--- src/design/mln_pkg.sv ---
// ----------------------------------------------------------------------------
// mln_pkg
// Shared constants, types and helpers of the Morton-code nearest lookup.
// ----------------------------------------------------------------------------
package mln_pkg;

  localparam int MAX_POINTS = 1024;
  localparam int AXIS_BITS  = 21;
  localparam int IDX_W      = $clog2(MAX_POINTS);
  localparam int CNT_W      = IDX_W + 1;
  localparam int CODE_W     = 3 * AXIS_BITS;
  localparam int COORD_W    = 32;

  localparam logic [AXIS_BITS-1:0] NORM_TOP = '1;

  localparam logic [1:0] AX_X = 2'd0;
  localparam logic [1:0] AX_Y = 2'd1;
  localparam logic [1:0] AX_Z = 2'd2;

  typedef enum logic [1:0] {
    OP_CLEAR = 2'd0,
    OP_LOAD  = 2'd1,
    OP_BUILD = 2'd2,
    OP_QUERY = 2'd3
  } op_t;

  typedef enum logic [1:0] {
    ST_OK    = 2'd0,
    ST_FULL  = 2'd1,
    ST_EMPTY = 2'd2
  } status_t;

  typedef enum logic [1:0] {
    CRD_PREV  = 2'd0,
    CRD_FIRST = 2'd1,
    CRD_MID   = 2'd2
  } crd_sel_t;

  typedef enum logic [4:0] {
    S_IDLE, S_DECODE, S_B_RD, S_B_LATCH, S_N_START, S_N_WAIT, S_CODE,
    S_I_CHK, S_I_CMP, S_I_PUT, S_Q_INIT, S_Q_FIRST, S_Q_RD, S_Q_CMP,
    S_Q_UPD, S_Q_END, S_FINISH
  } ctrl_state_t;

  typedef enum logic [1:0] {
    N_IDLE, N_PREP, N_RUN
  } norm_state_t;

  typedef struct packed {
    logic     capture;
    logic     do_clear;
    logic     do_load;
    logic     i_clr;
    logic     pt_latch;
    logic     axis_clr;
    logic     norm_start;
    logic     norm_store;
    logic     code_load;
    crd_sel_t crd_sel;
    logic     ins_shift;
    logic     ins_put;
    logic     q_init;
    logic     q_first;
    logic     q_probe;
    logic     q_cmp;
    logic     q_upd;
    logic     set_res;
    status_t  res_status;
    logic     res_query;
    logic     out_load;
  } cmd_t;

  typedef struct packed {
    op_t  op;
    logic cnt_zero;
    logic cnt_full;
    logic built;
    logic norm_done;
    logic axis_last;
    logic j_zero;
    logic shift_need;
    logic last_i;
    logic search_end;
    logic probe_eq;
    logic out_free;
  } sts_t;

  // x takes the top bit of each triple, then y, then z
  function automatic logic [CODE_W-1:0] interleave(input logic [AXIS_BITS-1:0] x,
                                                   input logic [AXIS_BITS-1:0] y,
                                                   input logic [AXIS_BITS-1:0] z);
    logic [CODE_W-1:0] c;
    c = '0;
    for (int k = 0; k < AXIS_BITS; k++) begin
      c[3*k+2] = x[k];
      c[3*k+1] = y[k];
      c[3*k]   = z[k];
    end
    return c;
  endfunction

endpackage

--- src/design/mln_ctrl.sv ---
// ----------------------------------------------------------------------------
// mln_ctrl
// Controller: decodes each command and sequences build, query and output.
// ----------------------------------------------------------------------------
module mln_ctrl (
  input  logic          clk,
  input  logic          rst_n,
  input  mln_pkg::sts_t sts,
  output mln_pkg::cmd_t cmd,
  input  logic          in_valid,
  output logic          in_ready
);
  import mln_pkg::*;

  ctrl_state_t state_r, state_nxt;

  always_ff @(posedge clk) begin
    if (!rst_n) begin
      state_r <= S_IDLE;
    end else begin
      state_r <= state_nxt;
    end
  end

  always_comb begin
    state_nxt = state_r;
    cmd       = '0;
    in_ready  = 1'b0;
    unique case (state_r)
      S_IDLE: begin
        in_ready = 1'b1;
        if (in_valid) begin
          cmd.capture = 1'b1;
          state_nxt   = S_DECODE;
        end
      end
      S_DECODE: begin
        cmd.set_res    = 1'b1;
        cmd.res_status = ST_OK;
        state_nxt      = S_FINISH;
        unique case (sts.op)
          OP_CLEAR: cmd.do_clear = 1'b1;
          OP_LOAD: begin
            if (sts.cnt_full) cmd.res_status = ST_FULL;
            else              cmd.do_load    = 1'b1;
          end
          OP_BUILD: begin
            if (sts.cnt_zero) begin
              cmd.res_status = ST_EMPTY;
            end else begin
              cmd.set_res = 1'b0;
              cmd.i_clr   = 1'b1;
              state_nxt   = S_B_RD;
            end
          end
          OP_QUERY: begin
            if (!sts.built || sts.cnt_zero) begin
              cmd.res_status = ST_EMPTY;
            end else begin
              cmd.set_res  = 1'b0;
              cmd.axis_clr = 1'b1;
              state_nxt    = S_N_START;
            end
          end
          default: ;
        endcase
      end
      S_B_RD: state_nxt = S_B_LATCH;
      S_B_LATCH: begin
        cmd.pt_latch = 1'b1;
        cmd.axis_clr = 1'b1;
        state_nxt    = S_N_START;
      end
      S_N_START: begin
        cmd.norm_start = 1'b1;
        state_nxt      = S_N_WAIT;
      end
      S_N_WAIT: begin
        if (sts.norm_done) begin
          cmd.norm_store = 1'b1;
          state_nxt      = sts.axis_last ? S_CODE : S_N_START;
        end
      end
      S_CODE: begin
        cmd.code_load = 1'b1;
        state_nxt     = (sts.op == OP_QUERY) ? S_Q_INIT : S_I_CHK;
      end
      S_I_CHK: begin
        if (sts.j_zero) begin
          state_nxt = S_I_PUT;
        end else begin
          cmd.crd_sel = CRD_PREV;
          state_nxt   = S_I_CMP;
        end
      end
      S_I_CMP: begin
        // move the larger neighbor up one slot
        if (sts.shift_need) begin
          cmd.ins_shift = 1'b1;
          state_nxt     = S_I_CHK;
        end else begin
          state_nxt = S_I_PUT;
        end
      end
      S_I_PUT: begin
        cmd.ins_put = 1'b1;
        if (sts.last_i) begin
          cmd.set_res    = 1'b1;
          cmd.res_status = ST_OK;
          state_nxt      = S_FINISH;
        end else begin
          state_nxt = S_B_RD;
        end
      end
      S_Q_INIT: begin
        cmd.q_init  = 1'b1;
        cmd.crd_sel = CRD_FIRST;
        state_nxt   = S_Q_FIRST;
      end
      S_Q_FIRST: begin
        cmd.q_first = 1'b1;
        state_nxt   = S_Q_RD;
      end
      S_Q_RD: begin
        if (sts.search_end) begin
          state_nxt = S_Q_END;
        end else begin
          cmd.crd_sel = CRD_MID;
          cmd.q_probe = 1'b1;
          state_nxt   = S_Q_CMP;
        end
      end
      S_Q_CMP: begin
        cmd.q_cmp = 1'b1;
        state_nxt = S_Q_UPD;
      end
      S_Q_UPD: begin
        cmd.q_upd = 1'b1;
        state_nxt = sts.probe_eq ? S_Q_END : S_Q_RD;
      end
      S_Q_END: begin
        cmd.set_res    = 1'b1;
        cmd.res_status = ST_OK;
        cmd.res_query  = 1'b1;
        state_nxt      = S_FINISH;
      end
      S_FINISH: begin
        // hold until the output register is free
        if (sts.out_free) begin
          cmd.out_load = 1'b1;
          state_nxt    = S_IDLE;
        end
      end
      default: state_nxt = S_IDLE;
    endcase
  end
endmodule

--- config.mk ---
export PLATFORM = sky130hd
export DESIGN_NAME = mln_ctrl
export DESIGN_NICKNAME = d
export VERILOG_FILES = /design/src/design/mln_pkg.sv /design/src/design/mln_ctrl.sv
export SDC_FILE = /design/constraint.sdc
export NUM_CORES = 1
export LEC_CHECK = 0
export BUFFER_PORTS_ARGS = -buffer_cell sky130_fd_sc_hd__buf_2
export CORE_MARGIN = 2
export CORE_UTILIZATION = 46
export DETAILED_ROUTE_END_ITERATION = 7
export MAX_ROUTING_LAYER = met4
export PLACE_DENSITY = 0.8
export SYNTH_ARGS = -nofsm -noshare
export SYNTH_HDL_FRONTEND = slang
export SYNTH_SLANG_ARGS = --single-unit
--- constraint.sdc ---
create_clock -name clk -period 2.4 [get_ports clk]
set_input_delay 0.36 -clock clk [delete_from_list [all_inputs] [get_ports clk]]
set_output_delay 0.36 -clock clk [all_outputs]
set_load 0.01 [all_outputs]
== Word level (Yosys, flattened, before mapping) ==
Index checks and enable logic that the tools add are counted.
Cells by class
  equality and inequality tests: 22
  mux-type cells: 54
  reduce and logical (&&, ||, !) cells: 5
Operators with widths (count)
  5-bit one-hot mux with 17 select lines: 1
  5-bit by 4-bit == test with 1-bit output, second input constant: 8
  1-bit 2-to-1 mux: 31
  5-bit 2-to-1 mux: 6
  5-bit by 3-bit == test with 1-bit output, second input constant: 4
  2-bit 2-to-1 mux: 6
  5-bit by 2-bit == test with 1-bit output, second input constant: 2
  5-bit one-hot mux with 2 select lines: 1
  3-bit one-hot mux with 3 select lines: 1
  4-bit 2-to-1 mux: 2
  3-bit 2-to-1 mux: 2
  2-bit inequality test, second input constant: 3
  2-bit one-hot mux with 3 select lines: 1
  5-bit by 1-bit == test with 1-bit output, second input constant: 1
  5-bit == test, second input constant: 1
  5-bit logical NOT: 1
  2-bit == test, second input constant: 2
  1-bit one-hot mux with 2 select lines: 2
  2-bit one-hot mux with 2 select lines: 1
  3-bit AND reduction: 1
  2-bit by 1-bit == test with 1-bit output, second input constant: 1
  2-bit logical NOT: 1
  1-bit logical NOT: 1
  1-bit logical OR: 1
Storage, ports and cells
  bits in registers: 5
  bits of input ports: 16
  output and inout bits: 24
  word-level logic and storage cells: 82

== Longest topological paths before layout ==
  depth after elaboration: 5
  gate-level depth with buffers: 6

== Worst setup path before layout ==
Ideal clock, no wire load.
  path kind: flip-flop to output port
  from: register state_r[2]
  to: output cmd[19] (netlist bit)
  arrival time: 1.454 ns
  slack: 0.586 ns
  stages on the path, launching flop included: 4
  cell sequence: dfxtp_1 -> or4b_1 -> or4_4 -> inv_1
RTL lines
  start: declaration: line mln_ctrl.sv:15  | ctrl_state_t state_r, state_nxt;
  start signal: assignment: line mln_ctrl.sv:21  | state_r <= state_nxt;
  end: declaration: line mln_ctrl.sv:9  | output mln_pkg::cmd_t cmd,

==> results.toml <==
[run_status]
status = "completed"

[clock_tree]
clock_sinks = 5
clk_latency_ps = 240
cts_tree = "yes"
ctsLongestPathBuffers = 2
path_clk_slew_ps = 40
htree_levels = 1
root_buffer = "clkbuf_4"
postCtsResizedCells = 0
cts_setup_buffers = 0
hold_buffers = 0
numCtsBuffers = 3

[setup_path]
path_class = "reg -> out"
r2r_cells = 4
cp_max_fo = 2
reg2reg_from = "state_r[2]"
slowest_delay_ps = 540
crit_family = "simple AND/OR/NAND/NOR gates"
crit_path_start_kind = "flip-flop"
crit_path_cell_trace = "or4b_1 -> or4_4 -> inv_1 -> buf_2"
r2r_slack_ps = 770
crit_arrival_ps = 1780
end_kind = "output port"
r2r-end = "state_r[1]"
critical-path-slowest-cell = "or4b_1"
critPathRequiredTime_ps = 2040
path_buf_inv = 2

[power_and_ir_drop]
cellLeakagePower_nw = 0.470
powerDensity_mw_per_mm2 = 346
vdd_ir_drop_max_mv = 0.283

[global_routing]
grt_max_degree = 24
met2_usage = 0.345
grt_overflow = 0
grt_use_met3 = 0.0638
met1_usage = 0.289
track_usage = 0.224
grt_busiest_layer = "met2"
grt_pass1_wl_um = 3110
grt_pass1_vias = 732
antenna_found_initial = 0

[floorplan]
start_util = 0.513
fp.dieW_um = 42.8
fp.dieArea_mm2 = 0.00183
rows = 13
die_y_um = 42.8
coreArea_mm2 = 0.00135
ioPinCount = 40

[layout]
reg.largest.list = "state_r (5)"
n_fill_cell = 127
final_layout_size_suffix_gt1_frac = 0.356
syn_to_final_growth_pct = 34.7
antenna_cells = 0
final_nets = 163
largest_reg_flops = 5
largest_register = "state_r"
final_cells = 161

[min_path]
hold_depth = 2
whs_endpoint = "state_r[2]"
hold_path_class = "in -> reg"
holdCritStartpoint = "rst_n"

[routing]
drt_iter0_drc = 20
ant_nets = 0
drt_pre_antenna_iters = 4
drt-total-wl_um = 2030
viasPerCell = 5.66
drcViolationCount = 0
dr_total_vias = 912
wl_per_cell_um = 12.6

[synthesis]
synthesis.instances = 107
synth_cell_types = 36
netlist_top_cells_area = "dfxtp_1, nor2_1, nand2b_1"
syn_avg_cell_area_um2 = 6.47
synth.ff_latch_count = 5
synth_nets = 123
synth_top_area_share = 0.145
ys_warn_count = 0
yosysTopAreaCell = "dfxtp_1"
syn-cell-area_um2 = 692
seq_area_frac_synth = 0.145

[sta]
period_share = 0.891
setup_viol = 0
finalCriticalPeriod_ps = 2140
hold_violations = 0
finalSetupTns_ps = 0
slew_headroom = 0.616
finalWorstSetupSlack_ps = 263
tightest_slew_ps = 575
clock.fmax_mhz = 468
rsz0062_at_grt = "no"
finalClockSkew_ps = 6.97
finalMaxSlewViolations = 0

[placed_design]
routabilityCongestion = 0.834
post-dp-hpwl_um = 1560
dp_cells = 157
port_buffers = 39
pre_cts_ws_ps = 519

[job]
drv_cap = 0
-- cell type report --
class	count	area, µm²	area share
Sequential cell	5	100	0.107
Clock buffer	4	26.3	0.0282
Multi-Input combinational cell	88	536	0.574
Inverter	5	18.8	0.0201
Tap cell	15	18.8	0.0201
Timing Repair Buffer	44	233	0.250
-- how the worst max path moves through the flow --
stage,from,endpoint,slack [ps],depth (start not counted)
2_1_floorplan,state_r[2],cmd[19],590,3
3_3_place_gp,state_r[2],cmd[19],550,4
3_5_place_dp,state_r[2],cmd[19],520,4
4_1_cts,state_r[2],cmd[19],250,4
5_1_grt,state_r[2],cmd[19],170,4
6_report,state_r[2],cmd[19],260,4
-- where the power goes --
| part | leakage, nW | internal (W) | switching (W) | total (W) |
|---|---|---|---|---|
| registers | 0.0407 | 0.0000882 | 0.00000294 | 0.0000912 |
| clock network | 0.0150 | 0.0000627 | 0.0000317 | 0.0000944 |
| logic | 0.415 | 0.0000627 | 0.0000739 | 0.000137 |
-- per-stage QoR --
step	instance area [µm²]	power (W)	utilization	hold slack, ps
after CTS	932	0.000325	0.690	395
after global placement	906	0.000225	0.671	656
after detailed placement	906	0.000228	0.671	654
after global routing	932	0.000355	0.690	396
after floorplan	692	0.000175	-	488
final	932	0.000322	0.690	409
-- cells by family after synthesis --
family          Yosys count  synth area share
flops                     5             0.145
compound gates           21             0.224
simple gates             66             0.535
mux                       1            0.0145
buf+inv                  14            0.0814
-- cells in the final DEF, fill, tap and decap left out, drive strengths merged, types with 2 or more instances in the layout --
master  count
a21oi       4
a31oi       2
and3        3
buf        44
clkbuf      4
dfxtp       5
inv         5
nand2       7
nand2b      8
nand3       4
nor2       14
nor2b       4
nor3       10
nor3b       3
nor4        2
o211ai      2
o21ai       3
o31a        4
or3         2
-- synth_stat cells, drive strengths merged --
cell and number:
and3 3, nand3 4, nor2 14, dfxtp 5, inv 5, or4b 1
nor3 10, and4b 1, and4 1, o21bai 1, o211ai 2, o21ai 3
o31a 4, buf 1, nand2b 8, nor4 2, clkbuf 8, o21ba 1
nor2b 4, a21oi 4, or3 2, o31ai 1, nand3b 1, a22o 1
nand2 7, a31oi 2, or4 1, nor4b 1, a41oi 1, mux2i 1
nor3b 3, nand4b 1, or2 1, or3b 1, o211a 1
-- metal layers --
| layer | up-vias | wire length [µm] |
|---|---|---|
| met5 | - | 0 |
| met4 | 0 | 9 |
| met3 | 2 | 162 |
| met2 | 43 | 920 |
| met1 | 403 | 934 |
| li1 | 464 | - |
(Power assumes the default switching activity.)
